<file path="src/hw/rtl/qrfs_pkg.sv">
`timescale 1ns / 1ps
// ----------------------------------------------------------------------------
// qrfs_pkg
// shared types and constants of the request queue fade sequencer
// ----------------------------------------------------------------------------
package qrfs_pkg;

    localparam int NUM_DEV = 8;
    localparam int ID_W    = 3;
    localparam int CNT_W   = 4;
    localparam int FADE_W  = 10;
    localparam int POS_W   = 18;
    localparam int FRM_W   = 16;
    localparam int NUM_W   = 18;
    localparam int ALPHA_W = 8;

    localparam logic [FADE_W-1:0]  FADE_RESET = 10'd30;
    localparam logic [ALPHA_W-1:0] ALPHA_MAX  = 8'd255;

    localparam logic [1:0] REPLY_WAIT   = 2'd0;
    localparam logic [1:0] REPLY_NOW    = 2'd1;
    localparam logic [1:0] REPLY_FINISH = 2'd2;

    localparam logic KIND_REPLY = 1'b0;
    localparam logic KIND_TICK  = 1'b1;

    typedef enum logic [2:0] {
        ST_IDLE,
        ST_EVAL,
        ST_NOW,
        ST_ALPHA,
        ST_DIV,
        ST_OUT
    } t_state;

    typedef struct packed {
        logic            del;
        logic [ID_W-1:0] dev;
    } t_cell_ctl;

endpackage

</file>
<file path="src/hw/rtl/qrfs_cell.sv">
`timescale 1ns / 1ps
// ----------------------------------------------------------------------------
// qrfs_cell
// one queue slot: holds a device id, shifts toward the head on removal
// ----------------------------------------------------------------------------
module qrfs_cell (
    input  logic                      i_clk,
    input  logic                      i_load,
    input  qrfs_pkg::t_cell_ctl       i_ctl,
    input  logic                      i_shift,
    input  logic [qrfs_pkg::ID_W-1:0] i_next_id,
    output logic [qrfs_pkg::ID_W-1:0] o_id,
    output logic                      o_shift
);
    import qrfs_pkg::*;

    logic [ID_W-1:0] r_id;

    // every slot from the match onward takes its neighbor's id
    assign o_shift = i_shift | (i_ctl.del & (r_id == i_ctl.dev));
    assign o_id    = r_id;

    always_ff @(posedge i_clk) begin
        if (i_load) begin
            r_id <= i_ctl.dev;
        end else if (i_ctl.del && o_shift) begin
            r_id <= i_next_id;
        end
    end

endmodule

</file>
<file path="src/hw/rtl/qrfs_div.sv">
`timescale 1ns / 1ps
// ----------------------------------------------------------------------------
// qrfs_div
// restoring divider, one quotient bit per cycle, quotient below 256
// ----------------------------------------------------------------------------
module qrfs_div (
    input  logic                         i_clk,
    input  logic                         i_rst_n,
    input  logic                         i_start,
    input  logic [qrfs_pkg::NUM_W-1:0]   i_num,
    input  logic [qrfs_pkg::FADE_W-1:0]  i_den,
    output logic                         o_done,
    output logic [qrfs_pkg::ALPHA_W-1:0] o_quot
);
    import qrfs_pkg::*;

    logic                r_run;
    logic [2:0]          r_cnt;
    logic [FADE_W-1:0]   r_rem;
    logic [FADE_W-1:0]   r_den;
    logic [ALPHA_W-1:0]  r_bits;
    logic                r_done;
    logic [FADE_W:0]     w_trial;
    logic [FADE_W:0]     w_diff;

    assign w_trial = {r_rem, r_bits[ALPHA_W-1]};
    assign w_diff  = w_trial - {1'b0, r_den};
    assign o_done  = r_done;
    assign o_quot  = r_bits;

    always_ff @(posedge i_clk) begin
        if (!i_rst_n) begin
            r_run  <= 1'b0;
            r_done <= 1'b0;
            r_cnt  <= '0;
        end else begin
            r_done <= 1'b0;
            if (i_start) begin
                r_run <= 1'b1;
                r_cnt <= '0;
            end else if (r_run) begin
                r_cnt <= r_cnt + 3'd1;
                if (r_cnt == 3'd7) begin
                    r_run  <= 1'b0;
                    r_done <= 1'b1;
                end
            end
        end
    end

    // quotient bits replace numerator bits from the bottom
    always_ff @(posedge i_clk) begin
        if (i_start) begin
            r_rem  <= i_num[NUM_W-1:ALPHA_W];
            r_bits <= i_num[ALPHA_W-1:0];
            r_den  <= i_den;
        end else if (r_run) begin
            if (!w_diff[FADE_W]) begin
                r_rem  <= w_diff[FADE_W-1:0];
                r_bits <= {r_bits[ALPHA_W-2:0], 1'b1};
            end else begin
                r_rem  <= w_trial[FADE_W-1:0];
                r_bits <= {r_bits[ALPHA_W-2:0], 1'b0};
            end
        end
    end

endmodule

</file>
<file path="src/hw/rtl/request_queue_fade_sequencer_top.sv">
`timescale 1ns / 1ps
// ----------------------------------------------------------------------------
// request_queue_fade_sequencer_top
// device request queue with overlay start, fade-out and alpha ramp per tick
// ----------------------------------------------------------------------------
// channel   | handshake                        | beat
// command   | start && !busy                   | mode, device, active, frames
// result    | o_strobe, one cycle, no stall    | kind .. last
// config    | psel && penable && pwrite        | fade_frames at address 0
//
// a report gives at most two reply beats, the second only when the queue head leaves
// a tick steps through eval, now if the head left, alpha, the 8 step alpha divider if needed, and out
// busy stays high until the last beat of the command, if any, is on the result ports
// reset is synchronous; the queue slots hold no reset value, the count does
// ----------------------------------------------------------------------------
module request_queue_fade_sequencer_top (
    input  logic                          i_clk,
    input  logic                          i_rst_n,
    input  logic                          start,
    output logic                          busy,
    input  logic                          i_mode,
    input  logic [qrfs_pkg::ID_W-1:0]     i_device,
    input  logic                          i_active,
    input  logic [qrfs_pkg::FRM_W-1:0]    i_current_frame,
    input  logic [qrfs_pkg::FRM_W-1:0]    i_total_frames,
    output logic                          o_strobe,
    output logic                          o_kind,
    output logic [qrfs_pkg::ID_W-1:0]     o_target_device,
    output logic [1:0]                    o_reply,
    output logic [qrfs_pkg::ALPHA_W-1:0]  o_opacity,
    output logic                          o_overlay_on,
    output logic [qrfs_pkg::ID_W-1:0]     o_overlay_owner,
    output logic                          o_start_play,
    output logic                          o_background_paused,
    output logic                          o_last,
    input  logic                          psel,
    input  logic                          penable,
    input  logic                          pwrite,
    input  logic [2:0]                    paddr,
    input  logic [31:0]                   pwdata,
    output logic [31:0]                   prdata,
    output logic                          pready
);
    import qrfs_pkg::*;

    t_state r_state, n_state;

    logic [FADE_W-1:0]  r_fade;
    logic [CNT_W-1:0]   r_count, n_count;
    logic [NUM_DEV-1:0] r_mask, n_mask;
    logic               r_ov, n_ov;
    logic [ID_W-1:0]    r_ovid, n_ovid;
    logic signed [POS_W-1:0] r_fb, n_fb, r_fe, n_fe, r_f, n_f;
    logic [ALPHA_W-1:0] r_alpha, n_alpha;
    logic               r_bg, n_bg;
    logic               r_startp, n_startp;

    logic               r_mode, r_act;
    logic [ID_W-1:0]    r_dev;
    logic [FRM_W-1:0]   r_cur, r_total;

    logic               r_ostb, n_ostb;
    logic               r_okind, n_okind;
    logic [ID_W-1:0]    r_otgt, n_otgt;
    logic [1:0]         r_orep, n_orep;
    logic               r_olast, n_olast;
    logic               r_otick, n_otick;

    // queue cells
    t_cell_ctl          w_ctl;
    logic [NUM_DEV-1:0] w_load;
    logic [ID_W-1:0]    w_ids [NUM_DEV];
    logic [NUM_DEV:0]   w_shift;

    logic               w_div_start, w_div_done;
    logic [NUM_W-1:0]   w_div_num;
    logic [FADE_W-1:0]  w_div_den;
    logic [ALPHA_W-1:0] w_div_q;

    logic               w_enq;
    logic               w_cfg_wr;

    assign w_shift[0] = 1'b0;

    for (genvar g = 0; g < NUM_DEV; g++) begin : g_cell
        logic [ID_W-1:0] w_next;
        if (g == NUM_DEV - 1) begin : g_end
            assign w_next = w_ids[g];
        end else begin : g_mid
            assign w_next = w_ids[g+1];
        end
        assign w_load[g] = w_enq && (r_count == CNT_W'(g));
        qrfs_cell u_cell (
            .i_clk     (i_clk),
            .i_load    (w_load[g]),
            .i_ctl     (w_ctl),
            .i_shift   (w_shift[g]),
            .i_next_id (w_next),
            .o_id      (w_ids[g]),
            .o_shift   (w_shift[g+1])
        );
    end

    qrfs_div u_div (
        .i_clk   (i_clk),
        .i_rst_n (i_rst_n),
        .i_start (w_div_start),
        .i_num   (w_div_num),
        .i_den   (w_div_den),
        .o_done  (w_div_done),
        .o_quot  (w_div_q)
    );

    // configuration port
    assign pready   = 1'b1;
    assign w_cfg_wr = psel && penable && pwrite && (paddr == 3'd0);
    assign prdata   = (paddr == 3'd0) ? {22'd0, r_fade} : 32'd0;

    always_ff @(posedge i_clk) begin
        if (!i_rst_n) begin
            r_fade <= FADE_RESET;
        end else if (w_cfg_wr) begin
            r_fade <= pwdata[FADE_W-1:0];
        end
    end

    // command capture
    always_ff @(posedge i_clk) begin
        if (start && !busy) begin
            r_mode  <= i_mode;
            r_dev   <= i_device;
            r_act   <= i_active;
            r_cur   <= i_current_frame;
            r_total <= i_total_frames;
        end
    end

    always_ff @(posedge i_clk) begin
        if (!i_rst_n) begin
            r_state  <= ST_IDLE;
            r_count  <= '0;
            r_mask   <= '0;
            r_ov     <= 1'b0;
            r_ovid   <= '0;
            r_fb     <= '0;
            r_fe     <= '0;
            r_f      <= '0;
            r_alpha  <= ALPHA_MAX;
            r_bg     <= 1'b0;
            r_startp <= 1'b0;
            r_ostb   <= 1'b0;
            r_okind  <= KIND_REPLY;
            r_otgt   <= '0;
            r_orep   <= REPLY_WAIT;
            r_olast  <= 1'b0;
            r_otick  <= 1'b0;
        end else begin
            r_state  <= n_state;
            r_count  <= n_count;
            r_mask   <= n_mask;
            r_ov     <= n_ov;
            r_ovid   <= n_ovid;
            r_fb     <= n_fb;
            r_fe     <= n_fe;
            r_f      <= n_f;
            r_alpha  <= n_alpha;
            r_bg     <= n_bg;
            r_startp <= n_startp;
            r_ostb   <= n_ostb;
            r_okind  <= n_okind;
            r_otgt   <= n_otgt;
            r_orep   <= n_orep;
            r_olast  <= n_olast;
            r_otick  <= n_otick;
        end
    end

    logic                    w_in1, w_in2, w_outside, w_lastf;
    logic signed [POS_W-1:0] w_cur, w_fade, w_nb;
    logic [POS_W-1:0]        w_n, w_d;
    logic [FADE_W-1:0]       w_dn;
    logic                    w_head_hit;

    assign w_cur  = {2'b00, r_cur};
    assign w_fade = {8'd0, r_fade};
    assign w_nb   = w_cur + 18'sd1;
    assign w_outside = !(w_cur <= w_fade) && !(w_cur >= r_fb && w_cur <= r_fe);
    assign w_lastf   = (w_cur == r_fe);
    assign w_in1  = (r_f >= 18'sd0) && (r_f <= w_fade);
    assign w_in2  = (r_f >= r_fb) && (r_f <= r_fe);
    assign w_n    = POS_W'(r_f - r_fb);
    assign w_d    = POS_W'(r_fe - r_fb);
    assign w_dn   = w_d[FADE_W-1:0] - w_n[FADE_W-1:0];

    always_comb begin
        n_state     = r_state;
        n_count     = r_count;
        n_mask      = r_mask;
        n_ov        = r_ov;
        n_ovid      = r_ovid;
        n_fb        = r_fb;
        n_fe        = r_fe;
        n_f         = r_f;
        n_alpha     = r_alpha;
        n_bg        = r_bg;
        n_startp    = r_startp;
        n_ostb      = 1'b0;
        n_okind     = KIND_REPLY;
        n_otgt      = '0;
        n_orep      = REPLY_WAIT;
        n_olast     = 1'b0;
        n_otick     = 1'b0;
        w_enq       = 1'b0;
        w_ctl.del   = 1'b0;
        w_ctl.dev   = r_dev;
        w_div_start = 1'b0;
        w_div_num   = '0;
        w_div_den   = r_fade;
        w_head_hit  = 1'b0;

        unique case (r_state)
            ST_IDLE: begin
                if (start) begin
                    n_state = ST_EVAL;
                end
            end
            ST_EVAL: begin
                n_state = ST_IDLE;
                if (!r_mode) begin
                    if (r_act && !r_mask[r_dev]) begin
                        if (r_count < CNT_W'(NUM_DEV)) begin
                            w_enq          = 1'b1;
                            n_count        = r_count + CNT_W'(1);
                            n_mask[r_dev]  = 1'b1;
                            n_ostb         = 1'b1;
                            n_otgt         = r_dev;
                            n_orep         = (r_count != '0) ? REPLY_WAIT : REPLY_NOW;
                            n_olast        = 1'b1;
                        end
                    end else if (!r_act && r_mask[r_dev]) begin
                        w_ctl.del     = 1'b1;
                        w_head_hit    = (w_ids[0] == r_dev) && (r_count > CNT_W'(1));
                        n_count       = r_count - CNT_W'(1);
                        n_mask[r_dev] = 1'b0;
                        n_ostb        = 1'b1;
                        n_otgt        = r_dev;
                        n_orep        = REPLY_FINISH;
                        n_olast       = !w_head_hit;
                        if (w_head_hit) begin
                            n_state = ST_NOW;
                        end
                    end
                end else begin
                    n_state  = ST_ALPHA;
                    n_startp = 1'b0;
                    n_f      = w_cur;
                    if (r_ov) begin
                        if (w_outside) begin
                            if (r_count == '0 || r_ovid != w_ids[0]) begin
                                n_fb = w_nb;
                                n_fe = w_nb + w_fade;
                            end
                        end else if (w_lastf) begin
                            n_ov = 1'b0;
                            // the owner may already have left the queue
                            if (r_count != '0 && r_mask[r_ovid]) begin
                                w_ctl.del      = 1'b1;
                                w_ctl.dev      = r_ovid;
                                w_head_hit     = (w_ids[0] == r_ovid) &&
                                                 (r_count > CNT_W'(1));
                                n_count        = r_count - CNT_W'(1);
                                n_mask[r_ovid] = 1'b0;
                                n_ostb         = 1'b1;
                                n_otgt         = r_ovid;
                                n_orep         = REPLY_FINISH;
                                if (w_head_hit) begin
                                    n_state = ST_NOW;
                                end
                            end
                        end
                    end else if (r_count != '0) begin
                        n_ov     = 1'b1;
                        n_ovid   = w_ids[0];
                        n_fe     = {2'b00, r_total};
                        n_fb     = {2'b00, r_total} - w_fade;
                        n_startp = 1'b1;
                        n_f      = '0;
                    end
                end
            end
            ST_NOW: begin
                n_ostb  = 1'b1;
                n_otgt  = w_ids[0];
                n_orep  = REPLY_NOW;
                n_olast = !r_mode;
                n_state = r_mode ? ST_ALPHA : ST_IDLE;
            end
            ST_ALPHA: begin
                n_state = ST_OUT;
                if (r_ov) begin
                    n_bg = !w_in1 && !w_in2;
                    if (w_in1) begin
                        if (r_fade == '0) begin
                            n_alpha = ALPHA_MAX;
                        end else begin
                            w_div_start = 1'b1;
                            w_div_num   = NUM_W'({r_f[FADE_W-1:0], 8'd0}) -
                                          NUM_W'(r_f[FADE_W-1:0]);
                            n_state     = ST_DIV;
                        end
                    end else if (w_in2) begin
                        if (w_d == '0) begin
                            n_alpha = ALPHA_MAX;
                        end else begin
                            w_div_start = 1'b1;
                            w_div_num   = NUM_W'({w_dn, 8'd0}) - NUM_W'(w_dn);
                            w_div_den   = w_d[FADE_W-1:0];
                            n_state     = ST_DIV;
                        end
                    end
                end
            end
            ST_DIV: begin
                if (w_div_done) begin
                    n_alpha = w_div_q;
                    n_state = ST_OUT;
                end
            end
            ST_OUT: begin
                n_ostb  = 1'b1;
                n_okind = KIND_TICK;
                n_otick = 1'b1;
                n_olast = 1'b1;
                n_state = ST_IDLE;
            end
            default: n_state = ST_IDLE;
        endcase
    end

    assign busy                = (r_state != ST_IDLE);
    assign o_strobe            = r_ostb;
    assign o_kind              = r_okind;
    assign o_target_device     = r_otgt;
    assign o_reply             = r_orep;
    assign o_last              = r_olast;
    assign o_opacity           = r_otick ? r_alpha : '0;
    assign o_overlay_on        = r_otick & r_ov;
    assign o_overlay_owner     = (r_otick && r_ov) ? r_ovid : '0;
    assign o_start_play        = r_otick & r_startp;
    assign o_background_paused = r_otick & r_bg;

    a_count_range: assert property (@(posedge i_clk) disable iff (!i_rst_n)
        r_count <= CNT_W'(NUM_DEV))
        else $error("queue count above depth");

    a_mask_count: assert property (@(posedge i_clk) disable iff (!i_rst_n)
        $countones(r_mask) == int'(r_count))
        else $error("membership bits disagree with queue count");

    a_beat_in_cmd: assert property (@(posedge i_clk) disable iff (!i_rst_n)
        o_strobe |-> $past(busy))
        else $error("result beat with no command in progress");

    a_reply_clean: assert property (@(posedge i_clk) disable iff (!i_rst_n)
        (o_strobe && o_kind == KIND_REPLY) |-> (o_opacity == '0 && !o_overlay_on))
        else $error("device reply carries tick status");

endmodule
</file>
<file path="config.mk">
export PLATFORM = sky130hd
export DESIGN_NAME = request_queue_fade_sequencer_top
export DESIGN_NICKNAME = d
export VERILOG_FILES = /design/src/hw/rtl/qrfs_pkg.sv /design/src/hw/rtl/qrfs_cell.sv /design/src/hw/rtl/qrfs_div.sv /design/src/hw/rtl/request_queue_fade_sequencer_top.sv
export SDC_FILE = /design/constraint.sdc
export NUM_CORES = 1
export LEC_CHECK = 0
export BUFFER_PORTS_ARGS = -buffer_cell sky130_fd_sc_hd__buf_4
export CORE_UTILIZATION = 30
export DETAILED_ROUTE_END_ITERATION = 12
export GPL_TIMING_DRIVEN = 0
export MAX_ROUTING_LAYER = met4
export RECOVER_POWER = 50
export SLEW_MARGIN = 20
export SYNTH_ARGS = -nofsm -noshare
export SYNTH_HDL_FRONTEND = slang
export SYNTH_SLANG_ARGS = --single-unit
</file>
<file path="constraint.sdc">
create_clock -name i_clk -period 8.37 [get_ports i_clk]
set_input_delay 0.4185 -clock i_clk [delete_from_list [all_inputs] [get_ports i_clk]]
set_output_delay 0.4185 -clock i_clk [all_outputs]
set_load 0.05 [all_outputs]
</file>
=== Word-level counts from Yosys, hierarchy flattened ===
Cells that the tools add are included.

* $add $sub $neg: 12
* $lt $le $gt $ge: 13
* Eq/ne operators: 37
* Multiplexer cells: 152
* Bitwise operators: 24
* Reductions and logical operators: 70

{| class="wikitable"
|+ Operator list
! operator !! count
|-
| 18-bit 2-to-1 mux || 14
|-
| 8-bit 2-to-1 mux || 17
|-
| 10-bit 2-to-1 mux || 9
|-
| 3-bit 2-to-1 mux || 29
|-
| 4-bit 2-to-1 mux || 13
|-
| 1-bit 2-to-1 mux || 47
|-
| 17-bit by 18-bit greater-or-equal comparator with 1-bit output || 2
|-
| 17-bit by 18-bit less-or-equal comparator with 1-bit output || 2
|-
| 18-bit by 10-bit subtractor with 18-bit output || 2
|-
| 16-bit by 10-bit less-or-equal comparator with 1-bit output || 2
|-
| 1-bit logical AND || 32
|-
| 16-bit 2-to-1 mux || 2
|-
| 3-bit == test || 9
|-
| 2-bit 2-to-1 mux || 11
|-
| 2-bit nonzero test || 10
|-
| 10-bit subtractor || 2
|-
| 17-bit by 10-bit adder with 18-bit output || 1
|-
| 17-bit by 18-bit == test with 1-bit output || 1
|-
| 18-bit zero test || 1
|-
| 18-bit subtractor || 1
|-
| 16-bit by 1-bit adder with 17-bit output (second input constant) || 1
|-
| 16-bit by 10-bit subtractor with 17-bit output || 1
|-
| 8-bit AND || 2
|-
| 4-bit by 3-bit == test with 1-bit output (second input constant) || 4
|-
| other kinds (46) || 93
|}

* Register bits after elaboration: 193
* Output and inout port bits: 56
* Word-level logic and storage cells: 344

=== Logic depth before layout (Yosys ltp) ===
* Depth in word-level cells: 20
* Depth in mapped cells: 23
* Depth with buffers taken out: 23

=== By module ===
A second synthesis with hierarchy kept.

* Cell total of the unflattened synthesis: 1745
* Area, all modules: 15627.5 um^2

{| class="wikitable"
|+ By module, submodules not included
! module !! instances !! cells each !! area an instance (um^2) !! sequential area each (um^2)
|-
| request_queue_fade_sequencer_top || 1 || 1459 || 12256.8 || 3093.0
|-
| qrfs_div || 1 || 174 || 1929.4 || 940.9
|-
| qrfs_cell || 8 || 14 || 180.2 || 90.1
|}

=== Least setup slack after synthesis ===
OpenSTA, ideal clock, no wires.

* Path type: reg2reg
* Start point: register r_fb[1]
* End point: register u_div.r_rem[9], data pin
* Library setup time: 276 ps
* Arrival: 4828 ps
* Data required time: 8094 ps
* Slack: 3266 ps
* Stages on the path, launching flop included: 22
* Buffers on the path: 0
* Period minus slack after synthesis: 5104 ps
* Cell sequence: dfxtp_1 > inv_1 > ha_1 > nor2b_1 > o21a_1 > o21a_1 > or4b_2 > nand3_1 > fa_1 > ha_1 > a21oi_1 > o21bai_1 > a21o_1 > a21oi_1 > xnor2_1 > ha_1 > a21oi_1 > nand2_1 > or3_1 > nor2_1 > xor2_1 > o221ai_1

* Cells in the longest elaborated chain, start to end: 9

{| class="wikitable"
|+ Ends and longest elaborated chain
! item !! RTL line !! source
|-
| start, declared || request_queue_fade_sequencer_top.sv:53 || <nowiki>logic signed [POS_W-1:0] r_fb, n_fb, r_fe, n_fe, r_f, n_f;</nowiki>
|-
| start signal, assigned || request_queue_fade_sequencer_top.sv:163 || <nowiki>r_fb <= n_fb;</nowiki>
|-
| 18-bit subtractor or 10-bit subtractor (tied branches) || request_queue_fade_sequencer_top.sv:192, request_queue_fade_sequencer_top.sv:191 ||
|-
| 10-bit subtractor || request_queue_fade_sequencer_top.sv:193 || <nowiki>assign w_dn = w_d[FADE_W-1:0] - w_n[FADE_W-1:0];</nowiki>
|-
| 18-bit by 10-bit subtractor with 18-bit output || request_queue_fade_sequencer_top.sv:316 || <nowiki>w_div_num = NUM_W'({w_dn, 8'd0}) - NUM_W'(w_dn);</nowiki>
|-
| 18-bit 2-to-1 mux || request_queue_fade_sequencer_top.sv:312 || <nowiki>if (w_d == '0) begin</nowiki>
|-
| 18-bit 2-to-1 mux || request_queue_fade_sequencer_top.sv:311 || <nowiki>end else if (w_in2) begin</nowiki>
|-
| 18-bit 2-to-1 mux || request_queue_fade_sequencer_top.sv:302 || <nowiki>if (w_in1) begin</nowiki>
|-
| 18-bit 2-to-1 mux || request_queue_fade_sequencer_top.sv:300 || <nowiki>if (r_ov) begin</nowiki>
|-
| 18-bit 2-to-1 mux || request_queue_fade_sequencer_top.sv:221 || <nowiki>unique case (r_state)</nowiki>
|-
| 10-bit 2-to-1 mux (*) || qrfs_div.sv:53 || <nowiki>if (i_start) begin</nowiki>
|-
| end signal, assigned || qrfs_div.sv:54 || <nowiki>r_rem <= i_num[NUM_W-1:ALPHA_W];</nowiki>
|-
| end signal, assigned || qrfs_div.sv:59 || <nowiki>r_rem <= w_diff[FADE_W-1:0];</nowiki>
|-
| end signal, assigned || qrfs_div.sv:62 || <nowiki>r_rem <= w_trial[FADE_W-1:0];</nowiki>
|-
| end, declared || qrfs_div.sv:19 || <nowiki>logic [FADE_W-1:0] r_rem;</nowiki>
|}

Every way passes the cells marked *; elsewhere a longest branch is shown, timed or not.
A chain may end at the register's enable or synchronous reset.

=== Worst setup path after layout ===
* Start point: register r_fe[0]
* End point: register u_div.r_rem[8], data pin

* Cells in the longest elaborated chain, start to end: 9

{| class="wikitable"
|+ Ends and longest elaborated chain
! item !! RTL line !! source
|-
| start, declared || request_queue_fade_sequencer_top.sv:53 ||
|-
| start signal, assigned || request_queue_fade_sequencer_top.sv:164 || <nowiki>r_fe <= n_fe;</nowiki>
|-
| 18-bit subtractor || request_queue_fade_sequencer_top.sv:192 || <nowiki>assign w_d = POS_W'(r_fe - r_fb);</nowiki>
|-
| 10-bit subtractor || request_queue_fade_sequencer_top.sv:193 ||
|-
| 18-bit by 10-bit subtractor with 18-bit output || request_queue_fade_sequencer_top.sv:316 ||
|-
| 18-bit 2-to-1 mux || request_queue_fade_sequencer_top.sv:312 ||
|-
| 18-bit 2-to-1 mux || request_queue_fade_sequencer_top.sv:311 ||
|-
| 18-bit 2-to-1 mux || request_queue_fade_sequencer_top.sv:302 ||
|-
| 18-bit 2-to-1 mux || request_queue_fade_sequencer_top.sv:300 ||
|-
| 18-bit 2-to-1 mux || request_queue_fade_sequencer_top.sv:221 ||
|-
| 10-bit 2-to-1 mux (*) || qrfs_div.sv:53 ||
|}

Marks and branches as above.

==> run_results.csv <==
group,metric,value,unit
run_status,status,"finished, final reports clean",
power,intPower,2.09,mW
worst_setup_path,cp.depth,21,
detailed_routing,via_per_inst,5.08,
min_path,whs_path_depth,1,
worst_setup_path,worst_ep_required_time,8580,ps
cells_and_area,area_growth,14.6,%
sta,setup_viol,0,
floorplanning,rows,81,
worst_setup_path,end_kind,"register",
cells_and_area,final_layout_size_suffix_gt1_frac,0.0852,
worst_setup_path,crit_family,"adder cells",
sta,whs,137,ps
global_routing,antenna_found_initial,0,
sta,setup-tns-final,0,ps
detailed_routing,wl_per_cell,18.0,um
sta,period_share,0.703,
global_routing,grt_pass1_wl,70200,um
synth,synth-main-ff-cell,"dfxtp_1",
power,p_leak,6.72,nW
floorplanning,die_h,224,um
clock_tree,clockBufferDepth,2,
clock_tree,clk_pin_slew,70,ps
synth,yosys_warnings,0,
worst_setup_path,r2r.worst_path.cells,21,
cells_and_area,antenna_cells,0,
synth,synth_cell_types,83,
power,ir_worst_vdd,0.166,mV
clock_tree,clkLatencyLatePin,480,ps
global_routing,grtUsageMet3,0.0237,
synth,netlist_instances,1701,
cells_and_area,final_util,0.347,
synth,seq_area_frac_synth,0.321,
power,seq_power_share,0.319,
floorplanning,start_util,0.303,
clock_tree,postCtsSetupBuffers,0,
clock_tree,clock-sinks,193,
synth,async_reset_ff_frac,0,
global_routing,grt_use_met1,0.238,
synth,synth_seq_cells,193,
detailed_routing,drt-total-wl,45000,um
power,swShare,0.378,
global_routing,grt.overflow.total,0,
detailed_routing,drc_errors,0,
worst_setup_path,crit_type,"register to register",
power,power_density,198,nW/um^2
min_path,min_from,"i_total_frames[1]",
synth,avgSynthCellArea,8.70,sq um
worst_setup_path,crit_path_max_incr_delay,570,ps
sta,slew_viol_final,0,
detailed_routing,drtPass1Iterations,5,
global_routing,first_global_vias,12555,
worst_setup_path,reg2reg_slack,2480,ps
global_routing,top_usage_layer,"met2",
sta,relSlewSlack,0.0151,
worst_setup_path,cp_max_fo,5,
detailed_routing,num_vias,12744,
synth,synth_area,14800,sq um
synth,yosysTopAreaCell,"edfxtp_1",
worst_setup_path,worst-path-buf-inv,2,
worst_setup_path,rr_startpoint,"r_fe[0]",
place,port_buffers,88,
global_routing,grt_max_degree,30,
detailed_routing,dr.first_iter.drc_count,791,
floorplanning,core,48800,sq um
place,gp_congestion,0.991,
sta,max_freq,0.170,GHz
worst_setup_path,cp_cell_sequence,"inv_1 > ha_1 > fa_1 > xnor2_1 > fa_1 > ha_1 > a21o_1 > a21oi_1 > o21bai_1 > a21oi_1 > o21bai_1 > a21oi_1 > xnor2_1 > inv_1 > ha_1 > nand2_1 > nor4_1 > nor3_1 > xnor2_1 > a22oi_1 > mux2i_1",
run,cap_violations,0,
sta,hold_violations,0,
power,p_sw,1.27,mW
floorplanning,die_x,224,um
synth,yosysTopAreaCellShare,0.180,
clock_tree,cts_buffers,17,
min_path,hold_end,"r_total[1]",
sta,rsz0062_at_grt,"no",
detailed_routing,antenna_left,0,
clock_tree,root_buffer,"clkbuf_16",
sta,tightest_slew,1480,ps
floorplanning,dieArea,50200,sq um
global_routing,met2_usage,0.308,
clock_tree,h-tree-depth,4,
min_path,min_path_type,"primary input to register",
worst_setup_path,slowest_stage,"xnor2_1",
clock_tree,cts_resized,0,
power,pwr-share-comb,0.402,
synth,synth_edf_count,89,
sta,fin_skew,18.2,ps
worst_setup_path,startpoint_type,"register",
worst_setup_path,r2r-end,"u_div.r_rem[8]",
floorplanning,pin_count,134,
synth,synth_area_leaders,"edfxtp_1 (18%), dfxtp_1 (14%), ha_1 (13%)",
global_routing,track_usage,0.187,
place,dpl.hpwl,37000,um
power,p_clk_frac,0.279,
sta,final.min_clock_period,5890,ps
cells_and_area,nets,2076,
worst_setup_path,critPathArrivalTime,6100,ps
clock_tree,cts_tree,"built",
clock_tree,postCtsHoldBufs,0,
## cells in the final DEF (no fill, tap or decap), types with 29 or more instances in the layout
master    netlist  final
clkbuf_1       54     82
a211oi_1       29     29
ha_1          155    155
a21oi_1       110    110
inv_1         116    117
nor2b_1        31     31
o21ai_0        76     77
nand3_1        36     36
xnor2_1        69     69
clkbuf_4        0     38
dfxtp_1       104    104
buf_4          24     51
nor3_1         34     34
nand2_1       167    167
mux2i_1        43     43
edfxtp_1       89     89
xor2_1         39     39
nor2_1        131    131
## worst register-to-register path, delay by kind of cell (launching register included)
kind | cells | cell delay, ps
AND/OR/NAND/NOR | 3 | 710
buffers and inverters | 2 | 260
XOR/XNOR | 3 | 910
AO/OA/AOI/OAI | 7 | 1340
flip-flops | 1 | 370
multiplexers | 1 | 100
adder cells (fa/ha/maj) | 5 | 1920
## cells by family after synthesis
| kind of cell | Yosys count | synth area share |
|---|---|---|
| compound gates | 414 | 0.184 |
| xor+xnor | 108 | 0.0639 |
| fa+ha+maj | 168 | 0.149 |
| buf+inv | 206 | 0.0592 |
| flops | 193 | 0.321 |
| mux | 57 | 0.0399 |
| other cells | 2 | 0.000507 |
| simple gates | 553 | 0.183 |
## worst max-delay path by stage
| stage | to | startpoint | slack, ps |
|---|---|---|---|
| after detailed placement | u_div.r_rem[9] | r_fb[1] | 2600 |
| after global routing | u_div.r_rem[9] | r_fb[1] | 2120 |
| after floorplan | u_div.r_rem[9] | r_fb[1] | 3270 |
| final | u_div.r_rem[8] | r_fe[0] | 2480 |
| after global placement | u_div.r_rem[9] | r_fb[1] | 2660 |
| after CTS | u_div.r_rem[9] | r_fb[1] | 2560 |
## through the flow
stage                     setup slack, ps  total power, mW  instances  area, sq um
after CTS                            2560             3.37       2507        17100
after global routing                 2120             3.56       2507        17000
after global placement               2660             2.41       2474        16400
after floorplan                      3270             2.09       1722        14900
after detailed placement             2600             2.44       2475        16400
final                                2480             3.36       2507        17000
## area by class of cell
class,instances,area [sq um]
flip-flops and latches,193,4750
inverters,118,443
plain buffers,88,432
well taps,664,831
clock inverters,14,226
fillers,5152,31900
clock buffers,18,429
repair buffers,89,578
multi-input cells,1323,9270
## layer usage
metal	vias to the layer above	routed length [um]
met5	-	0
met3	50	1790
met2	288	21200
met4	0	1020
met1	6063	21000
li1	6343	-
## registers in the layout (all words and copies together) (netlist names), 2 cells and up, named ones only
| register | count |
|---|---|
| g_cell.u_cell.o_id | 24 |
| r_fb | 18 |
| r_fe | 18 |
| r_cur | 16 |
| r_f | 16 |
| r_total | 16 |
| r_fade | 10 |
| u_div.r_den | 10 |
| u_div.r_rem | 10 |
| r_alpha | 8 |
| u_div.o_quot | 8 |
| r_count | 4 |
| o_target_device | 3 |
| r_dev | 3 |
| r_ovid | 3 |
| r_state | 3 |
| u_div.r_cnt | 3 |
| o_reply | 2 |
## synth_stat cells (6+ instances only)
| cell | instances |
|---|---|
| nor2_1 | 131 |
| a21o_1 | 28 |
| inv_1 | 116 |
| nand3_1 | 36 |
| nand2_1 | 167 |
| a211oi_1 | 29 |
| a221oi_1 | 8 |
| nand2b_1 | 17 |
| mux2i_1 | 43 |
| xor2_1 | 39 |
| and2_1 | 32 |
| edfxtp_1 | 89 |
| a211o_1 | 6 |
| a31oi_1 | 9 |
| nor2b_1 | 31 |
| o21a_1 | 13 |
| nand4_1 | 19 |
| a22oi_1 | 28 |
| mux2_2 | 12 |
| xnor2_1 | 69 |
| a21oi_1 | 110 |
| buf_4 | 24 |
| nor3b_1 | 8 |
| and3_1 | 21 |
| o21ai_1 | 8 |
| nor3_1 | 34 |
| o221ai_1 | 11 |
| a21boi_0 | 10 |
| nor4_1 | 14 |
| fa_1 | 13 |
| dfxtp_1 | 104 |
| or3_1 | 8 |
| ha_1 | 155 |
| o21bai_1 | 6 |
| o21ai_0 | 76 |
| clkbuf_1 | 54 |
| o211ai_1 | 21 |
| nand3b_1 | 7 |
## power by group through the flow
stage / combinational [mW] / sequential, mW / clock, mW
6_report: 1.35 / 1.07 / 0.937
4_1_cts: 1.35 / 1.07 / 0.955
2_1_floorplan: 1.02 / 1.08 / 0
3_5_place_dp: 1.34 / 1.09 / 0
3_3_place_gp: 1.32 / 1.09 / 0
5_1_grt: 1.49 / 1.08 / 0.986
Power figures use the tool's default switching activity.
